$ cat src/rtl/core/rws_pkg.sv
`timescale 1ns / 1ps
// ----------------------------------------------------------------------------
// rws_pkg
// Shared types and constants of the roulette wheel selector.
// ----------------------------------------------------------------------------
package rws_pkg;

  localparam int unsigned MaxPop   = 256;
  localparam int unsigned IdxW     = $clog2(MaxPop);
  localparam int unsigned CntW     = IdxW + 1;
  localparam int unsigned SumW     = 40;
  localparam int unsigned QDepth   = 2;

  typedef enum logic [1:0] {
    OpClear = 2'd0,
    OpLoad  = 2'd1,
    OpDraw  = 2'd2,
    OpNone  = 2'd3
  } opcode_e;

  typedef enum logic [1:0] {
    StOk    = 2'd0,
    StEmpty = 2'd1,
    StOver  = 2'd2,
    StRsvd  = 2'd3
  } status_e;

  typedef struct packed {
    logic [1:0]  opcode;
    logic [31:0] fitness_value;
    logic [15:0] random_fraction;
  } in_item_t;

  typedef struct packed {
    logic [7:0] selected_index;
    logic [1:0] status;
  } out_item_t;

  // Queue entry from front to back: classified transaction.
  typedef struct packed {
    opcode_e     op;
    logic [31:0] fitness;
    logic [15:0] frac;
    logic        natural;
  } cmd_t;

endpackage

$ cat src/rtl/core/rws_front.sv
`timescale 1ns / 1ps
// ----------------------------------------------------------------------------
// rws_front
// Accepts transactions, latches the mode, and queues them for the back end.
// ----------------------------------------------------------------------------
module rws_front (
  input  logic              clk_i,
  input  logic              rst_ni,
  input  logic              start_i,
  input  rws_pkg::in_item_t in_i,
  input  logic              natural_i,
  output logic              busy_o,
  output logic              q_valid_o,
  output rws_pkg::cmd_t     q_data_o,
  input  logic              q_pop_i
);
  import rws_pkg::*;

  localparam int unsigned PtrW = $clog2(QDepth);

  cmd_t            q_mem_q [QDepth];
  logic [PtrW-1:0] wr_q, rd_q;
  logic [PtrW:0]   cnt_q;
  logic            push;
  cmd_t            cmd;

  assign busy_o    = (cnt_q == (PtrW+1)'(QDepth));
  assign push      = start_i && !busy_o && (in_i.opcode != OpNone);
  assign q_valid_o = (cnt_q != '0);
  assign q_data_o  = q_mem_q[rd_q];

  // Classify: tag with current mode; unused codes are dropped by push.
  always_comb begin
    cmd.op      = opcode_e'(in_i.opcode);
    cmd.fitness = in_i.fitness_value;
    cmd.frac    = in_i.random_fraction;
    cmd.natural = natural_i;
  end

  always_ff @(posedge clk_i) begin
    if (push) begin
      q_mem_q[wr_q] <= cmd;
    end
  end

  // Advance queue pointers.
  always_ff @(posedge clk_i or negedge rst_ni) begin
    if (!rst_ni) begin
      wr_q  <= '0;
      rd_q  <= '0;
      cnt_q <= '0;
    end else begin
      if (push) begin
        wr_q <= wr_q + 1'b1;
      end
      if (q_pop_i) begin
        rd_q <= rd_q + 1'b1;
      end
      cnt_q <= cnt_q + (PtrW+1)'(push) - (PtrW+1)'(q_pop_i);
    end
  end
endmodule

$ cat config.mk
export PLATFORM = sky130hd
export DESIGN_NAME = rws_front
export DESIGN_NICKNAME = d
export VERILOG_FILES = /design/src/rtl/core/rws_pkg.sv /design/src/rtl/core/rws_front.sv
export SDC_FILE = /design/constraint.sdc
export NUM_CORES = 1
export LEC_CHECK = 0
export ABC_AREA = 1
export BUFFER_PORTS_ARGS = -buffer_cell sky130_fd_sc_hd__buf_2
export CAP_MARGIN = 20
export CORE_UTILIZATION = 47
export CTS_CLUSTER_DIAMETER = 200
export DETAILED_ROUTE_END_ITERATION = 6
export HOLD_SLACK_MARGIN = 0.03
export PLACE_DENSITY = 0.73
export SYNTH_ARGS = -nofsm -noshare
export SYNTH_HDL_FRONTEND = slang
export SYNTH_SLANG_ARGS = --single-unit
export TNS_END_PERCENT = 50
$ cat constraint.sdc
create_clock -name clk_i -period 4.74 [get_ports clk_i]
set_clock_uncertainty 0.1 [all_clocks]
set_input_delay 0 -clock clk_i [delete_from_list [all_inputs] [get_ports clk_i]]
set_output_delay 0 -clock clk_i [all_outputs]
set_load 0.1 [all_outputs]
; ---- After elaboration in Yosys (flattened, before gate mapping)
; Memory sizes are Yosys's and may differ from the RTL's.
; Index checks and enable logic that the tools add are counted.
[totals]
ram_bits = 102
reg_bits = 4
out_inout_bits = 53
input_bits = 55
wordCells = 16
mem_count = 1
[classes]
n_eq_ne = 2
n_reduce_logical = 4
add_sub_neg = 4
n_mux = 2
[mem_list]
columns = memory, depth, width, read_ports, rd_clocked_by_memory_dff, wr, line_no
row1 = q_mem_q, 2, 51, 1, 0, 1, rws_front.sv:21  ; cmd_t q_mem_q [QDepth];
[ops]
columns = cell, count
row1 = 1-bit adder (second input constant), 2
row2 = 2-bit by 1-bit adder with 2-bit output, 1
row3 = 2-bit == test (second input constant), 1
row4 = 1-bit logical AND, 2
row5 = 1-bit two-way mux, 2
row6 = 2-bit inequality test (second input constant), 1
row7 = 2-bit nonzero test, 1
row8 = 2-bit by 1-bit subtractor with 2-bit output, 1
row9 = 1-bit logical NOT, 1

; ---- Logic depth before layout (Yosys ltp)
[depth]
depth_word = 6
ltp_mapped = 9
mapped_depth_nobuf = 9

; ---- Worst setup path after synthesis
; Ideal clock, no wire load.
[synth_timing]
kind = flip-flop to flip-flop
from = reg cnt_q[1]
to = mem q_mem_q[1][0] (netlist bit), enable pin
t_arrival_ns = 2.730
stages_incl_launch_ff = 4
path_slack_ns = 1.451
synth_period_minus_slack_ns = 3.289
t_required_ns = 4.180
cell_sequence = dfrtp_1 > nand2_1 > nand3_1 > nor2_1
[synth_between]
elab_chain_len = 6
[synth_rtl]
columns = element, line_no
row1 = start: declaration, rws_front.sv:23  ; logic [PtrW:0] cnt_q;
row2 = start signal: assignment, rws_front.sv:59  ; cnt_q <= cnt_q + (PtrW+1)'(push) - (PtrW+1)'(q_pop_i);
row3 = 2-bit == test, rws_front.sv:27  ; assign busy_o = (cnt_q == (PtrW+1)'(QDepth));
row4 = 1-bit logical NOT, rws_front.sv:28  ; assign push = start_i && !busy_o && (in_i.opcode != OpNone);
row5 = 1-bit logical AND (2 in series), rws_front.sv:28
row6 = 1-bit two-way mux, rws_front.sv:41  ; if (push) begin
row7 = 1-bit two-way mux (implied by the code), rws_front.sv:42  ; q_mem_q[wr_q] <= cmd;
row8 = end: declaration, rws_front.sv:21
; Every way passes these cells.

==> impl_metrics.toml <==
[run_status]
outcome = "finished, final reports clean"

[detailed_routing]
wl_per_cell_um = 12.6
wl_um = 7170
vias_per_cell = 4.56
drt_iter0_drc = 73
num_vias = 2599
drc = 0
dr.pass1.iters = 4
ant_nets = 0

[clock_network]
cts.sinks = 106
ctsResizeCount = 0
cts_tree = "yes"
numCtsBuffers = 9
clock-root-buffer = "clkbuf_8"
clk_latency_ns = 0.35
cts_htree_levels = 3
path_clk_slew_ns = 0.10
clockBufferDepth = 2

[critical_path]
r2r_setup_slack_ns = 2.47
reg2reg_from = "cnt_q[0]"
start_kind = "flip-flop"
criticalPathCategory = "flip-flop to output port"
crit_path_end_kind = "output port"
critPathMaxFanout = 58
timing.rr.end = "q_mem_q[1][3]"
crit_arrival_ns = 2.43
required_ns = 4.64
reg2reg_depth = 5

[layout]
fill_cells = 621
n_antenna_cell = 0
seqCellArea_um2 = 3160
multiInputGateArea_um2 = 546
drive_gt1_frac = 0.275
syn_to_final_growth_pct = 34.3
nNetsFinal = 517

[timing]
finalSetupViolCount = 0
tightestPinTransition_ns = 0.698
hold_viol = 0
finalCritPeriodShare = 0.533
grt_setup_unrepaired = "false"
drv_slew = 0
max-slew-margin-rel = 0.534
final.min_clock_period_ns = 2.53
max_freq_ghz = 0.396
tns_ns = 0

[placed_design]
dp_hpwl_um = 4280
io_buffers = 107
gp_congestion = 0.760

[floorplan]
io-pin-count = 108
die_h_um = 94.5
die_area_um2 = 8940
core_um2 = 8260
rows = 33
start_util = 0.487
die_w_um = 94.5

[synth]
syn_area_um2 = 4030
synth_area_per_cell_um2 = 13.6
ys_seq_area_frac = 0.786
synth.net_count = 352
syn_inst = 295
yosysUniqueCellTypes = 14
ys.warnings.count = 0
synth_seq_cells = 106

[global_routing]
met1_usage = 0.204
antenna_found_initial = 0
grt_max_degree = 59
grt_pass1_vias = 2586
grt-ovfl-total = 0
grt_pass1_wl_um = 11300
grt.met3_usage = 0.0322
grt-busiest-layer = "met2"
met2_usage = 0.304
grt_util_all_layers = 0.172

[run]
max-cap-violations = 0

[hold_path]
worst_hold_startpoint = "in_i[15]"
min_to = "q_mem_q[0][16]"
whs_path_depth = 2
hp-class = "primary input to flip-flop"
==> Yosys cell counts, drive strengths merged <==
library cell	n	area, um^2
o21ai	51	255
buf	8	90.1
edfxtp	102	3060
nand2	61	229
nand3	2	10.0
ha	2	25.0
nand4	1	6.26
inv	59	221
xor2	1	8.76
dfrtp	4	100
clkbuf	3	12.5
nor2	1	3.75
==> placed cells by master (no fill, tap or decap) <==
cell and instances:
buf_12 1, buf_2 107, buf_4 2, bufinv_16 2, clkbuf_8 9, clkinv_1 1
clkinv_4 1, clkinvlp_4 1, dfrtp_1 3, dfrtp_2 1, dlygate4sd3_1 55, edfxtp_1 102
ha_1 2, inv_1 58, inv_2 1, inv_6 1, inv_8 1, nand2_1 61
nand3_1 2, nand4_1 1, nor2_4 1, o21ai_0 47, o21ai_1 4, xor2_1 1
==> metal layers <==
layer | vias up | wire length [um] | share of wire
li1 | 1313 | - | -
met1 | 1202 | 3070 | 0.43
met2 | 74 | 3640 | 0.51
met3 | 10 | 351 | 0.049
met4 | 0 | 103 | 0.014
met5 | - | 0 | 0
==> how the worst max path moves through the flow <==
stage,start,end,slack (ns),cells after the start
detailed placement,cnt_q[0],q_mem_q[1][5],2.47,5
global placement,rd_q,q_data_o[35],2.60,4
floorplan,cnt_q[1],q_mem_q[1][0],1.45,3
global route,rd_q,q_data_o[8],2.00,4
finish,rd_q,q_data_o[32],2.21,4
CTS,rd_q,q_data_o[9],2.18,4
==> cells by family (layout without fill, tap and decap cells) <==
kind of cell               after synthesis  in the layout  synth area share
DFF                                    106            106             0.786
buffers and inverters                   70            240            0.0805
and+or+nand+nor                         65             65            0.0619
AOI/OAI and AO/OA                       51             51            0.0634
adders and majority gates                2              2           0.00622
xor gates and xnor gates                 1              1           0.00218
==> layout make-up <==
| type | instances | area share |
|---|---|---|
| timing repair buffer | 165 | 0.207 |
| tap | 105 | 0.0243 |
| clock inverter | 7 | 0.0185 |
| multi-input combinational | 119 | 0.101 |
| clock buffer | 9 | 0.0229 |
| inverter | 59 | 0.0410 |
| sequential | 106 | 0.585 |
==> through the flow <==
step	utilization	setup slack (ns)	hold WS (ns)	cells	cell area, um^2
global route	0.655	2.00	0.248	570	5410
finish	0.655	2.21	0.263	570	5410
detailed placement	0.561	2.47	-0.288	499	4630
global placement	0.559	2.60	-0.290	498	4610
CTS	0.655	2.18	0.240	570	5410
floorplan	-	1.45	-0.396	295	4030
==> registers in the layout (all words and copies together) (netlist names) <==
| register | flops |
|---|---|
| cnt_q | 2 |
| q_mem_q | 102 |
| rd_q | 1 |
| wr_q | 1 |
==> what timing repair did <==
action / 4_1_cts / 5_1_grt
hold endpoints to repair: 108 / 0
hold buffers: 55 / 0
setup buffers: 0 / 0
==> worst max-delay path, cell delays in order (launching register included) <==
cell,delay [ns]
dfrtp_2,0.84
buf_4,0.53
nand2_1,0.09
o21ai_0,0.13
buf_2,0.48
Power is not shown: default switching activity piles up to over one toggle a cycle in this logic, so the estimate is an artifact.
